===== src/rtl/id3tfe_pkg.sv =====
// ----------------------------------------------------------------------------
// ID3 text frame extractor package
// Beat types, result codes, parser phases and the frame id lookup.
// ----------------------------------------------------------------------------
package id3tfe_pkg;

    typedef struct packed {
        logic [7:0] data_byte;
        logic       start_of_file;
    } in_beat_t;

    typedef struct packed {
        logic [2:0] status;
        logic [2:0] field_code;
        logic [7:0] text_char;
        logic       last_of_field;
        logic       tag_done;
    } out_beat_t;

    localparam logic [2:0] ST_TEXT_CHAR   = 3'd0;
    localparam logic [2:0] ST_EMPTY_FIELD = 3'd1;
    localparam logic [2:0] ST_TAG_DONE    = 3'd2;
    localparam logic [2:0] ST_BAD_MAGIC   = 3'd3;
    localparam logic [2:0] ST_BAD_VERSION = 3'd4;

    localparam logic [2:0] MAX_FIELDS = 3'd6;

    localparam logic [7:0] MAGIC_0      = 8'h49;
    localparam logic [7:0] MAGIC_1      = 8'h44;
    localparam logic [7:0] MAGIC_2      = 8'h33;
    localparam logic [7:0] MAJOR_VER    = 8'h03;
    localparam logic [7:0] ENC_LATIN    = 8'h00;
    localparam logic [7:0] ENC_UTF16    = 8'h01;
    localparam logic [7:0] ENC_UTF16_BE = 8'h02;

    localparam logic [3:0] STEP_MAGIC_LAST = 4'd2;
    localparam logic [3:0] STEP_VERSION    = 4'd3;
    localparam logic [3:0] STEP_SIZE_FIRST = 4'd6;
    localparam logic [3:0] STEP_ID_END     = 4'd4;
    localparam logic [3:0] STEP_SIZE_END   = 4'd8;
    localparam logic [3:0] STEP_HDR_LAST   = 4'd9;
    localparam logic [3:0] BOM_BYTES       = 4'd2;

    typedef enum logic [2:0] {
        PH_HEADER,
        PH_FRAME_HDR,
        PH_ENCODING,
        PH_BOM,
        PH_TEXT,
        PH_SKIP,
        PH_STOPPED
    } phase_t;

    localparam int unsigned NUM_IDS = 6;
    localparam logic [31:0] FRAME_IDS [NUM_IDS] = '{
        32'h54504531, 32'h54495432, 32'h54414C42,
        32'h54594552, 32'h54434F4E, 32'h54434F4D
    };

    typedef struct packed {
        logic       hit;
        logic [2:0] code;
    } id_match_t;

    function automatic id_match_t lookup_id(input logic [31:0] id);
        id_match_t m;
        m = '0;
        for (int i = NUM_IDS - 1; i >= 0; i--) begin
            if (FRAME_IDS[i] == id) begin
                m.hit  = 1'b1;
                m.code = 3'(i);
            end
        end
        return m;
    endfunction

endpackage


===== src/rtl/id3tfe_in_stage.sv =====
// ----------------------------------------------------------------------------
// ID3 text frame extractor input stage
// Holds one input beat until the parser consumes it.
// ----------------------------------------------------------------------------
module id3tfe_in_stage (
    input  logic                aclk,
    input  logic                aresetn,
    input  logic                s_valid,
    output logic                s_ready,
    input  id3tfe_pkg::in_beat_t s_data,
    input  logic                fire,
    output logic                in_valid,
    output id3tfe_pkg::in_beat_t in_data
);
    import id3tfe_pkg::*;

    logic     valid_reg;
    logic     valid_next;
    in_beat_t data_reg;
    logic     accept;

    assign s_ready = !valid_reg || fire;
    assign accept  = s_valid && s_ready;

    always_comb begin
        valid_next = valid_reg;
        if (accept) begin
            valid_next = 1'b1;
        end else if (fire) begin
            valid_next = 1'b0;
        end
    end

    always_ff @(posedge aclk) begin
        if (!aresetn) begin
            valid_reg <= 1'b0;
        end else begin
            valid_reg <= valid_next;
        end
    end

    always_ff @(posedge aclk) begin
        if (accept) begin
            data_reg <= s_data;
        end
    end

    assign in_valid = valid_reg;
    assign in_data  = data_reg;

endmodule


===== src/rtl/id3tfe_parser.sv =====
// ----------------------------------------------------------------------------
// ID3 text frame extractor parser
// Tag header check and frame walk; one byte per fire, at most one result.
// ----------------------------------------------------------------------------
module id3tfe_parser (
    input  logic                 aclk,
    input  logic                 aresetn,
    input  logic                 fire,
    input  id3tfe_pkg::in_beat_t  in_data,
    output logic                 res_valid,
    output id3tfe_pkg::out_beat_t res
);
    import id3tfe_pkg::*;

    phase_t      phase_reg, phase_next;
    logic [3:0]  step_reg, step_next;
    logic [27:0] tag_reg, tag_next;
    logic [31:0] fb_reg, fb_next;
    logic [31:0] id_reg, id_next;
    logic [2:0]  field_reg, field_next;
    logic [1:0]  enc_reg, enc_next;
    logic        pair_reg, pair_next;
    logic [2:0]  ff_reg, ff_next;
    logic        seen_reg, seen_next;

    logic        sof;
    logic [7:0]  b;
    phase_t      eff_phase;
    logic [3:0]  eff_step;
    logic [27:0] eff_tag;
    logic [2:0]  eff_ff;
    logic [27:0] hdr_tag;
    logic [27:0] tag_dec;
    logic [31:0] fb_dec;
    logic [31:0] fb_clamp;
    logic        fb_end;
    logic        enc_ok;
    id_match_t   match;
    logic        stop;

    assign sof       = in_data.start_of_file;
    assign b         = in_data.data_byte;
    assign eff_phase = sof ? PH_HEADER : phase_reg;
    assign eff_step  = sof ? 4'd0 : step_reg;
    assign eff_tag   = sof ? 28'd0 : tag_reg;
    assign eff_ff    = sof ? 3'd0 : ff_reg;
    assign hdr_tag   = {eff_tag[20:0], b[6:0]};
    assign tag_dec   = eff_tag - 28'd1;
    assign fb_dec    = (fb_reg != 32'd0) ? fb_reg - 32'd1 : fb_reg;
    assign fb_end    = (fb_dec == 32'd0);
    assign fb_clamp  = (fb_reg > {4'd0, tag_dec}) ? {4'd0, tag_dec} : fb_reg;
    assign enc_ok    = (b <= ENC_UTF16_BE);
    assign match     = lookup_id(id_reg);

    always_comb begin
        res_valid = 1'b0;
        res       = '0;
        stop      = 1'b0;
        unique case (eff_phase)
            PH_HEADER: begin
                if (eff_step <= STEP_MAGIC_LAST) begin
                    if ((eff_step == 4'd0 && b != MAGIC_0) ||
                        (eff_step == 4'd1 && b != MAGIC_1) ||
                        (eff_step == STEP_MAGIC_LAST && b != MAGIC_2)) begin
                        res_valid = 1'b1;
                        res.status = ST_BAD_MAGIC;
                        stop = 1'b1;
                    end
                end else if (eff_step == STEP_VERSION) begin
                    if (b != MAJOR_VER) begin
                        res_valid = 1'b1;
                        res.status = ST_BAD_VERSION;
                        stop = 1'b1;
                    end
                end else if (eff_step >= STEP_HDR_LAST && hdr_tag == 28'd0) begin
                    res_valid = 1'b1;
                    res.status = ST_TAG_DONE;
                    stop = 1'b1;
                end
            end
            PH_FRAME_HDR, PH_ENCODING, PH_BOM, PH_TEXT, PH_SKIP: begin
                if (eff_tag == 28'd0) begin
                    res_valid = 1'b1;
                    res.status = ST_TAG_DONE;
                    stop = 1'b1;
                end else begin
                    case (eff_phase)
                        PH_FRAME_HDR: begin
                            if (eff_step == 4'd0 && b == 8'd0) begin
                                res_valid = 1'b1;
                                res.status = ST_TAG_DONE;
                                stop = 1'b1;
                            end
                        end
                        PH_ENCODING: begin
                            if (match.hit && enc_ok && fb_end) begin
                                res_valid = 1'b1;
                                res.status = ST_EMPTY_FIELD;
                                res.field_code = match.code;
                                res.last_of_field = 1'b1;
                                stop = (eff_ff + 3'd1 >= MAX_FIELDS);
                            end
                        end
                        PH_BOM: begin
                            if (fb_end) begin
                                res_valid = 1'b1;
                                res.status = ST_EMPTY_FIELD;
                                res.field_code = field_reg;
                                res.last_of_field = 1'b1;
                                stop = (eff_ff >= MAX_FIELDS);
                            end
                        end
                        PH_TEXT: begin
                            if (enc_reg == ENC_LATIN[1:0]) begin
                                res_valid = 1'b1;
                                res.status = ST_TEXT_CHAR;
                                res.field_code = field_reg;
                                res.text_char = b;
                                res.last_of_field = fb_end;
                            end else if (!pair_reg && fb_reg >= 32'd2) begin
                                res_valid = 1'b1;
                                res.status = ST_TEXT_CHAR;
                                res.field_code = field_reg;
                                res.text_char = b;
                                res.last_of_field = (fb_dec < 32'd3);
                            end else if (fb_end && !seen_reg) begin
                                res_valid = 1'b1;
                                res.status = ST_EMPTY_FIELD;
                                res.field_code = field_reg;
                                res.last_of_field = 1'b1;
                            end
                            stop = res.last_of_field && (eff_ff >= MAX_FIELDS);
                        end
                        default: begin
                        end
                    endcase
                    res.tag_done = stop;
                    if (!stop && tag_dec == 28'd0) begin
                        if (!res_valid) begin
                            res_valid = 1'b1;
                            res.status = ST_TAG_DONE;
                        end
                        stop = 1'b1;
                    end
                end
            end
            default: begin
            end
        endcase
        res.tag_done = stop && res_valid;
    end

    always_comb begin
        phase_next = eff_phase;
        step_next  = eff_step;
        tag_next   = eff_tag;
        fb_next    = fb_reg;
        id_next    = id_reg;
        field_next = field_reg;
        enc_next   = enc_reg;
        pair_next  = pair_reg;
        ff_next    = eff_ff;
        seen_next  = seen_reg;
        unique case (eff_phase)
            PH_HEADER: begin
                if (eff_step >= STEP_SIZE_FIRST) begin
                    tag_next = hdr_tag;
                end
                if (eff_step >= STEP_HDR_LAST) begin
                    step_next  = 4'd0;
                    phase_next = PH_FRAME_HDR;
                end else begin
                    step_next = eff_step + 4'd1;
                end
            end
            PH_FRAME_HDR, PH_ENCODING, PH_BOM, PH_TEXT, PH_SKIP: begin
                if (eff_tag != 28'd0) begin
                    tag_next = tag_dec;
                    case (eff_phase)
                        PH_FRAME_HDR: begin
                            if (eff_step < STEP_ID_END) begin
                                id_next = {id_reg[23:0], b};
                            end else if (eff_step < STEP_SIZE_END) begin
                                fb_next = {fb_reg[23:0], b};
                            end
                            if (eff_step >= STEP_HDR_LAST) begin
                                step_next = 4'd0;
                                fb_next   = fb_clamp;
                                if (fb_clamp != 32'd0) begin
                                    phase_next = PH_ENCODING;
                                end
                            end else begin
                                step_next = eff_step + 4'd1;
                            end
                        end
                        PH_ENCODING: begin
                            fb_next = fb_dec;
                            if (match.hit && enc_ok) begin
                                field_next = match.code;
                                enc_next   = b[1:0];
                                pair_next  = 1'b0;
                                seen_next  = 1'b0;
                                step_next  = 4'd0;
                                ff_next    = eff_ff + 3'd1;
                                phase_next = (b == ENC_UTF16) ? PH_BOM : PH_TEXT;
                            end else begin
                                phase_next = PH_SKIP;
                            end
                        end
                        PH_BOM: begin
                            fb_next = fb_dec;
                            if (eff_step + 4'd1 >= BOM_BYTES) begin
                                step_next  = 4'd0;
                                phase_next = PH_TEXT;
                            end else begin
                                step_next = eff_step + 4'd1;
                            end
                        end
                        PH_TEXT: begin
                            fb_next = fb_dec;
                            if (enc_reg == ENC_LATIN[1:0]) begin
                                seen_next = 1'b1;
                            end else if (!pair_reg) begin
                                if (fb_reg >= 32'd2) begin
                                    seen_next = 1'b1;
                                    pair_next = 1'b1;
                                end
                            end else begin
                                pair_next = 1'b0;
                            end
                        end
                        default: begin
                            fb_next = fb_dec;
                        end
                    endcase
                    if (eff_phase != PH_FRAME_HDR && fb_end) begin
                        phase_next = PH_FRAME_HDR;
                        step_next  = 4'd0;
                    end
                end
            end
            default: begin
            end
        endcase
        if (stop) begin
            phase_next = PH_STOPPED;
        end
    end

    always_ff @(posedge aclk) begin
        if (!aresetn) begin
            phase_reg <= PH_HEADER;
            step_reg  <= '0;
            tag_reg   <= '0;
            fb_reg    <= '0;
            id_reg    <= '0;
            field_reg <= '0;
            enc_reg   <= '0;
            pair_reg  <= 1'b0;
            ff_reg    <= '0;
            seen_reg  <= 1'b0;
        end else if (fire) begin
            phase_reg <= phase_next;
            step_reg  <= step_next;
            tag_reg   <= tag_next;
            fb_reg    <= fb_next;
            id_reg    <= id_next;
            field_reg <= field_next;
            enc_reg   <= enc_next;
            pair_reg  <= pair_next;
            ff_reg    <= ff_next;
            seen_reg  <= seen_next;
        end
    end

endmodule


===== src/rtl/id3tfe_out_stage.sv =====
// ----------------------------------------------------------------------------
// ID3 text frame extractor output stage
// Result register that holds a beat until the consumer takes it.
// ----------------------------------------------------------------------------
module id3tfe_out_stage (
    input  logic                 aclk,
    input  logic                 aresetn,
    input  logic                 load,
    input  id3tfe_pkg::out_beat_t res,
    output logic                 m_valid,
    input  logic                 m_ready,
    output id3tfe_pkg::out_beat_t m_data
);
    import id3tfe_pkg::*;

    logic      valid_reg;
    logic      valid_next;
    out_beat_t data_reg;

    always_comb begin
        valid_next = valid_reg;
        if (load) begin
            valid_next = 1'b1;
        end else if (m_ready) begin
            valid_next = 1'b0;
        end
    end

    always_ff @(posedge aclk) begin
        if (!aresetn) begin
            valid_reg <= 1'b0;
        end else begin
            valid_reg <= valid_next;
        end
    end

    always_ff @(posedge aclk) begin
        if (load) begin
            data_reg <= res;
        end
    end

    assign m_valid = valid_reg;
    assign m_data  = data_reg;

endmodule


===== src/rtl/id3_text_frame_extractor_top.sv =====
// A byte waits in the input register until the parser takes it; its result is
// then loaded into the result register. Throughput: one byte per cycle unless
// the result register is held, set by the single parser pass between the two.
// Reset: synchronous active-low aresetn clears both stages and the parser;
// a beat with start_of_file restarts parsing at that byte.
// ----------------------------------------------------------------------------
// ID3 text frame extractor
// Parses an ID3v2.3 tag from a byte stream and emits the text of six frames.
// ----------------------------------------------------------------------------
module id3_text_frame_extractor_top (
    input  logic                 aclk,
    input  logic                 aresetn,
    input  logic                 s_valid,
    output logic                 s_ready,
    input  id3tfe_pkg::in_beat_t  s_data,
    output logic                 m_valid,
    input  logic                 m_ready,
    output id3tfe_pkg::out_beat_t m_data
);
    import id3tfe_pkg::*;

    logic      in_valid;
    in_beat_t  in_data;
    logic      fire;
    logic      res_valid;
    out_beat_t res;
    logic      load;

    assign fire = in_valid && (!m_valid || m_ready);
    assign load = fire && res_valid;

    id3tfe_in_stage u_in_stage (
        .aclk     (aclk),
        .aresetn  (aresetn),
        .s_valid  (s_valid),
        .s_ready  (s_ready),
        .s_data   (s_data),
        .fire     (fire),
        .in_valid (in_valid),
        .in_data  (in_data)
    );

    id3tfe_parser u_parser (
        .aclk      (aclk),
        .aresetn   (aresetn),
        .fire      (fire),
        .in_data   (in_data),
        .res_valid (res_valid),
        .res       (res)
    );

    id3tfe_out_stage u_out_stage (
        .aclk    (aclk),
        .aresetn (aresetn),
        .load    (load),
        .res     (res),
        .m_valid (m_valid),
        .m_ready (m_ready),
        .m_data  (m_data)
    );

`ifndef ASSERT_OFF
    a_in_hold: assert property (@(posedge aclk) disable iff (!aresetn)
        in_valid && !fire |-> !s_ready)
        else $error("Input stage accepted a beat while occupied.");

    a_load_shows: assert property (@(posedge aclk) disable iff (!aresetn)
        load |=> m_valid)
        else $error("Loaded result is not presented.");

    a_stop_done: assert property (@(posedge aclk) disable iff (!aresetn)
        m_valid && (m_data.status == ST_TAG_DONE || m_data.status == ST_BAD_MAGIC ||
        m_data.status == ST_BAD_VERSION) |-> m_data.tag_done)
        else $error("Terminal status without tag_done.");

    a_code_range: assert property (@(posedge aclk) disable iff (!aresetn)
        res_valid && fire |-> res.field_code < MAX_FIELDS)
        else $error("Field code out of range.");
`endif

endmodule


===== config.mk =====
export PLATFORM = sky130hd
export DESIGN_NAME = id3_text_frame_extractor_top
export DESIGN_NICKNAME = d
export VERILOG_FILES = /design/src/rtl/id3tfe_pkg.sv /design/src/rtl/id3tfe_in_stage.sv /design/src/rtl/id3tfe_parser.sv /design/src/rtl/id3tfe_out_stage.sv /design/src/rtl/id3_text_frame_extractor_top.sv
export SDC_FILE = /design/constraint.sdc
export NUM_CORES = 1
export LEC_CHECK = 0
export BUFFER_PORTS_ARGS = -buffer_cell sky130_fd_sc_hd__buf_4
export CORE_MARGIN = 2
export CORE_UTILIZATION = 45
export CTS_CLUSTER_SIZE = 16
export DETAILED_ROUTE_END_ITERATION = 12
export GPL_ROUTABILITY_DRIVEN = 0
export GPL_TIMING_DRIVEN = 1
export PLACE_DENSITY = 0.73
export SETUP_SLACK_MARGIN = 0.02
export SLEW_MARGIN = 20
export SYNTH_ARGS = -nofsm -noshare
export SYNTH_HDL_FRONTEND = slang
export SYNTH_SLANG_ARGS = --single-unit
export TNS_END_PERCENT = 1

===== constraint.sdc =====
create_clock -name aclk -period 5.3 [get_ports aclk]
set_clock_uncertainty 0.15 [all_clocks]
set_input_delay 1.06 -clock aclk [delete_from_list [all_inputs] [get_ports aclk]]
set_output_delay 1.06 -clock aclk [all_outputs]
set_load 0.01 [all_outputs]

# Yosys cells after proc, flatten, opt, wreduce, memory -nomap -nowiden
# Cells that the tools add are included.
# classes
add_sub_neg	4
n_lt_le_gt_ge	12
n_eq_ne	26
muxes	102
n_bitwise	2
n_reduce_logical	47
# op_table
operator	n
31-bit by 32-bit equality test with 1-bit output (first input constant)	6
32-bit two-way mux	6
28-bit logical NOT	3
28-bit two-way mux	3
4-bit two-way mux	16
32-bit nonzero test	2
3-bit two-way mux	21
15-bit two-way mux	4
28-bit one-hot mux with 2 select lines	1
1-bit two-way mux	33
32-bit by 2-bit greater-or-equal comparator with 1-bit output (second input constant)	1
32-bit by 28-bit > comparator with 1-bit output	1
32-bit logical NOT	1
32-bit by 2-bit < comparator with 1-bit output (second input constant)	1
32-bit by 1-bit subtractor with 32-bit output (second input constant)	1
28-bit nonzero test	1
28-bit by 1-bit subtractor with 28-bit output (second input constant)	1
3-bit one-hot mux with 3 select lines	2
1-bit logical AND	16
8-bit by 7-bit != test with 1-bit output (second input constant)	2
5-bit AND reduction	3
3-bit one-hot mux with 2 select lines	2
3-bit one-hot mux with 4 select lines	1
4-bit one-hot mux with 3 select lines	1
42 further kinds	64
# totals
ff_bits	136
in_bits	13
word_cells	212

# Longest topological paths before layout
# depth
ltp_word	21
ltp_mapped	25

# Hierarchy
# From an unflattened synthesis, not the netlist that was laid out.
# hier_totals
cells_unflattened	1399
area_unflattened_um2	10296.1
# modules_own_cells
mod	n_inst	cells_per_inst	area_per_inst_um2	seq_area_each_um2
id3tfe_parser	1	1363	9427.8	2182.1
id3tfe_out_stage	1	19	521.8	500.5
id3tfe_in_stage	1	14	327.8	290.3
id3_text_frame_extractor_top	1	3	18.8	0.0

# Least setup slack after synthesis
# No wires, ideal clock.
# synth_path
path_type	register to register
startpoint	reg u_in_stage.data_reg (netlist bit u_in_stage.in_data[0])
endpoint	reg u_parser.fb_reg[20]
arrival_time_ps	4961
required_ps	5026
path_slack_ps	65
path_stages_with_launch	24
n_path_buf	5
period_less_slack_ps	5235
cell_sequence	edfxtp_1 clkbuf_1 clkbuf_1 clkbuf_1 nor2b_1 inv_1 ha_1 buf_2 clkbuf_1 nand3_1 o41ai_1 o21bai_1 inv_1 ha_1 nand4_1 a211oi_1 o21ai_0 a31oi_1 a311o_1 a2111oi_0 a21oi_2 mux2_1 a221oi_1 o21ai_1
# synth_between
elab_chain_cells	6
elab_cells_between_ends	21
# synth_rtl
element	line_no	rtl
start, declared	id3tfe_in_stage.sv:19	in_beat_t data_reg;
start signal, assigned	id3tfe_in_stage.sv:44	data_reg <= s_data;
28-bit two-way mux	id3tfe_parser.sv:45	assign eff_tag = sof ? 28'd0 : tag_reg;
28-bit by 1-bit subtractor with 28-bit output	id3tfe_parser.sv:48	assign tag_dec = eff_tag - 28'd1;
32-bit by 28-bit > comparator with 1-bit output	id3tfe_parser.sv:51	assign fb_clamp = (fb_reg > {4'd0, tag_dec}) ? {4'd0, tag_dec} : fb_reg;
32-bit two-way mux	id3tfe_parser.sv:51	
32-bit two-way mux	id3tfe_parser.sv:186	if (eff_step >= STEP_HDR_LAST) begin
32-bit two-way mux	id3tfe_parser.sv:179	case (eff_phase)
end signal, assigned	id3tfe_parser.sv:266	fb_reg <= fb_next;
end, declared	id3tfe_parser.sv:18	logic [31:0] fb_reg, fb_next;
# Several ways; a longest one is shown, not always the timed one.
# A chain may end at the register's enable or synchronous reset.

# Worst setup path in the final report
# layout_path
startpoint	reg u_parser.tag_reg[4]
endpoint	reg u_parser.phase_reg[0]
# layout_between
elab_chain_cells	12
elab_cells_between_ends	24
# layout_rtl
element	line_no	rtl
start, declared	id3tfe_parser.sv:17	logic [27:0] tag_reg, tag_next;
start signal, assigned	id3tfe_parser.sv:265	tag_reg <= tag_next;
28-bit two-way mux (*)	id3tfe_parser.sv:45	
28-bit by 1-bit subtractor with 28-bit output	id3tfe_parser.sv:48	
32-bit by 28-bit > comparator with 1-bit output	id3tfe_parser.sv:51	
32-bit two-way mux	id3tfe_parser.sv:51	
32-bit nonzero test	id3tfe_parser.sv:189	if (fb_clamp != 32'd0) begin
3-bit two-way mux	id3tfe_parser.sv:189	
3-bit two-way mux	id3tfe_parser.sv:186	
3-bit one-hot mux with 3 select lines	id3tfe_parser.sv:179	
3-bit two-way mux	id3tfe_parser.sv:236	if (eff_phase != PH_FRAME_HDR && fb_end) begin
3-bit two-way mux	id3tfe_parser.sv:177	if (eff_tag != 28'd0) begin
3-bit one-hot mux with 2 select lines	id3tfe_parser.sv:164	unique case (eff_phase)
3-bit two-way mux (*)	id3tfe_parser.sv:245	if (stop) begin
end signal, assigned	id3tfe_parser.sv:263	phase_reg <= phase_next;
end, declared	id3tfe_parser.sv:15	phase_t phase_reg, phase_next;
# Mark *: on every way between the ends. The rest lies on a longest branch, timed or not.

==> results_tabular.tex <==
\begin{tabular}{lr}
\hline
Metric & Value \\
\hline
\multicolumn{2}{l}{\textbf{Status}} \\
Result of the run & complete, no violations \\
\multicolumn{2}{l}{\textbf{Power}} \\
Largest vdd supply drop & $\sim$0.15 mV \\
Leakage power & 4.27 nW \\
PnR Total Power & approximately 0.0031 W \\
Power density normalized to cell area & roughly 260 nW/um\^{}2 \\
\multicolumn{2}{l}{\textbf{Synthesis}} \\
Count of state elements after synthesis & around 140 \\
Gate count of the mapped netlist & 1,400 \\
Xor and xnor fraction of the mapped netlist area & about 1.4\% \\
Largest family of logic cells by synthesized area & simple AND/OR/NAND/NOR gates \\
Count of flip-flops with a built-in enable after synthesis & 25 \\
Basic-gate share of the synthesized area counting and, or, nand and nor cells & between 30 and 40\% \\
Synthesis Warnings & 0 \\
Fraction of synthesized area in multiplexers & under 10\% \\
Cell accounting for the most synthesized area & dfxtp\_1 \\
Top-area cell type share of the netlist area & about a fifth \\
Sequential fraction of the synthesis area & 28.1\% \\
Post-synthesis adder-cell area fraction & under 10\% \\
Total nets after synthesis & around 1,500 \\
Mapped cell area & 10,600 sq um \\
Unique masters post-synth & 90 \\
Top area cells in the synthesized netlist & dfxtp\_1 (21\%), edfxtp\_1 (7.1\%), o21ai\_0 (5.3\%), nand2\_1 (5.1\%), ha\_1 (4.5\%) \\
Asr flop ratio synth & 0\% \\
Synthesized-area fraction occupied by ao, oa, aoi and oai cells & between 20\% and 30\% \\
Syn\_area\_per\_cell & $\sim$7.6 sq um \\
Main synth FF type & dfxtp\_1 \\
\multicolumn{2}{l}{\textbf{Placement}} \\
Estimated wirelength of the detail-placed design & about 25,000 um \\
Port Buffer Count & 30 \\
Pre-CTS setup slack & between 0.4 and 0.5 ns \\
\multicolumn{2}{l}{\textbf{Clock tree}} \\
Clock Path Buffers & 2 \\
Number of levels in the clock H-tree & 4 \\
Clock tree from TritonCTS & done \\
Hold buffer count at cts & 0 \\
Number of buffers inserted during clock tree synthesis & 17 \\
Clock transition time at the flip-flop clock pins of the worst setup and hold paths & roughly 0.060 ns \\
Clock sink count & $\sim$140 \\
Clock root buffer & clkbuf\_16 \\
Clock Latency Late Sink & about 0.43 ns \\
\multicolumn{2}{l}{\textbf{GRT}} \\
Number of global-route vias before repair & roughly 10,000 \\
Wire length of the first global-routing pass & about 57,000 um \\
Initial antenna violation count & 0 \\
Remaining Overflow, GRT & 0 \\
Maximum number of pins on one net before global-route repair & 70 \\
Total GRT Usage & approximately 29\% \\
\multicolumn{2}{l}{\textbf{Detailed routing}} \\
Total vias in the final route & approximately 11,000 \\
Number of DRC markers in iteration 0 & $\sim$1,500 \\
Detail Route Antenna Nets & 0 \\
Mean routed wirelength per cell & about 21 um \\
Total routed wirelength & $\sim$36,000 um \\
Drt first pass iters & 6 \\
DRC & 0 \\
Via-per-instance ratio & between 6 and 7 \\
\multicolumn{2}{l}{\textbf{Timing}} \\
Setup slack of the critical path after layout & approximately 0.31 ns \\
Worst max-slew margin expressed relative to the limit & roughly a third \\
Unrepaired setup endpoints after global routing & false \\
Highest attainable clock frequency & between 0.2 and 0.25 GHz \\
Final Max Tran Viols & 0 \\
Final setup violation count & 0 \\
Final worst path period share & a little over nine tenths \\
Sum of negative setup slack & 0 ns \\
Minimum clock period & 4.99 ns \\
Slew @ Worst Pin & $\sim$1 ns \\
Count of final hold-check violations & 0 \\
\multicolumn{2}{l}{\textbf{Setup path}} \\
Critical path launch point & u\_parser.tag\_reg[4] \\
Max Fanout on Critical Path & 24 \\
Stage delay of the slowest cell on the critical path & between 0.7 and 0.8 ns \\
Origin of the critical flop-to-flop path & u\_parser.tag\_reg[4] \\
Standard cell with the maximum stage delay on the critical path & or4\_1 \\
Worst r2r dst & u\_parser.phase\_reg[0] \\
Series of cell instances along the critical path & or4\_1, nor4\_1, mux2i\_1, a21o\_1, ha\_1, o21ai\_0, nor2\_1, nor3\_1, o21bai\_1, a311o\_1, a2111oi\_0, buf\_4, a21oi\_4, buf\_4, mux2i\_1, a211o\_1, a211oi\_2 \\
Endpoint kind of the worst setup timing path & register \\
Critical setup path kind & register to register \\
CP bufs+invs & 2 \\
Worst setup SP type & register \\
Reg2Reg Setup Slack & about 0.31 ns \\
Arr. time, crit path & between 5 and 6 ns \\
CP Data Required Time & $\sim$5.5 ns \\
Number of cells on the worst reg-to-reg path & 17 \\
Crit-path leading delay family & compound AO/OA/AOI/OAI gates \\
\multicolumn{2}{l}{\textbf{Floorplan}} \\
Horizontal die dimension & 157 um \\
Die outline height & 157 um \\
Number of top-level design ports & 31 \\
Starting density of the core & between 40 and 50\% \\
Full die area & about 25,000 sq um \\
Area of the core & $\sim$23,000 sq um \\
Floorplan row count & 56 \\
\multicolumn{2}{l}{\textbf{Hold path}} \\
Hold Path Cell Cnt & 2 \\
Capture endpoint of the worst hold path & u\_parser.field\_reg[2] \\
Worst hold-check path type & register to register \\
Hold\_sp & u\_parser.field\_reg[2] \\
\multicolumn{2}{l}{\textbf{Layout}} \\
Net count reported at finish & around 1,400 \\
Ratio of cells with drive above 1 in the final layout & between 10\% and 20\% \\
Area Overhead vs Synth & 11.0\% \\
ANT cells & 0 \\
\multicolumn{2}{l}{\textbf{Job}} \\
Max-cap violations & 0 \\
\hline
\end{tabular}
## area by class of cell
cell class / instances / area, sq um
Inverter: 37 / 139
Multi-Input combinational cell: 1114 / 7050
Sequential cell: 136 / 2970
Fill cell: 2203 / 11500
Clock inverter: 14 / 126
Clock buffer: 18 / 439
Timing Repair Buffer: 83 / 623
Tap cell: 319 / 399
## routing by layer
metal | global-route usage (%) | share of wire [%] | vias to the layer above | routed length [um]
met5 | 0 | 0 | - | 0
li1 | - | - | 5239 | -
met1 | 40.4 | 41 | 5268 | 15000
met3 | 5.45 | 11 | 141 | 4120
met2 | 42.5 | 42 | 833 | 15200
met4 | 14.2 | 5.2 | 0 | 1860
## Yosys cell counts (all sizes together) (24+ instances only)
| cell | n |
|---|---|
| inv | 37 |
| nand2 | 145 |
| nor2b | 36 |
| o21ai | 119 |
| nor4 | 42 |
| ha | 38 |
| nor3 | 53 |
| dfxtp | 111 |
| nand3 | 77 |
| a21boi | 58 |
| mux2i | 24 |
| a21oi | 70 |
| edfxtp | 25 |
| nor2 | 94 |
| clkbuf | 90 |
## timing repair
item,4_1_cts,5_1_grt
setup endpoints to repair,0,9
buffers inserted,0,0
resized for setup,0,1
## worst min-delay path, stage by stage, from the launching register on
cell	delay, ns
dfxtp_1	0.31
nand2_1	0.05
a21boi_0	0.06
## through the flow
step                      util [%]  instances  cell area (sq um)  hold WS [ns]
final                         50.5       1721              11700         0.316
after global routing          50.5       1721              11700         0.340
after CTS                     50.5       1721              11700         0.320
after detailed placement      48.1       1689              11200         0.310
after global placement        48.1       1689              11200         0.305
after floorplan                  -       1400              10600         0.287
## worst max path at each step
stage	to	slack (ns)	depth (start not counted)
floorplan	u_parser.fb_reg[20]	0.07	23
global placement	u_parser.phase_reg[0]	0.51	19
detailed placement	u_parser.phase_reg[0]	0.48	17
CTS	u_parser.phase_reg[0]	0.41	17
global route	u_parser.fb_reg[20]	0.04	17
finish	u_parser.phase_reg[0]	0.31	17
## kinds of logic (layout without fill, tap and decap cells)
group / count (synthesis) / in the layout
AND/OR/NAND/NOR: 600 / 600
AO/OA/AOI/OAI: 429 / 429
buffers and inverters: 150 / 152
flip-flops: 136 / 136
adder cells (fa/ha/maj): 39 / 39
multiplexers: 29 / 29
XOR/XNOR: 17 / 17
## placed cells by master, fill, tap and decap left out, drive strengths merged, types with 24 or more instances in the layout
cell type | netlist | final
o21ai | 119 | 119
a21boi | 58 | 58
nand3 | 77 | 77
mux2i | 24 | 24
a21oi | 70 | 70
nor4 | 42 | 42
nor3 | 53 | 53
dfxtp | 111 | 111
ha | 38 | 38
nor2b | 36 | 36
nor2 | 94 | 94
nand2 | 145 | 145
buf | 23 | 83
edfxtp | 25 | 25
inv | 37 | 49
## power by group
| part | total [W] | switching (W) | internal, W |
|---|---|---|---|
| logic | 0.000779 | 0.000496 | 0.000283 |
| clock network | 0.00118 | 0.000542 | 0.000634 |
| registers | 0.00115 | 0.0000601 | 0.00109 |
Power figures use the tool's default switching activity.
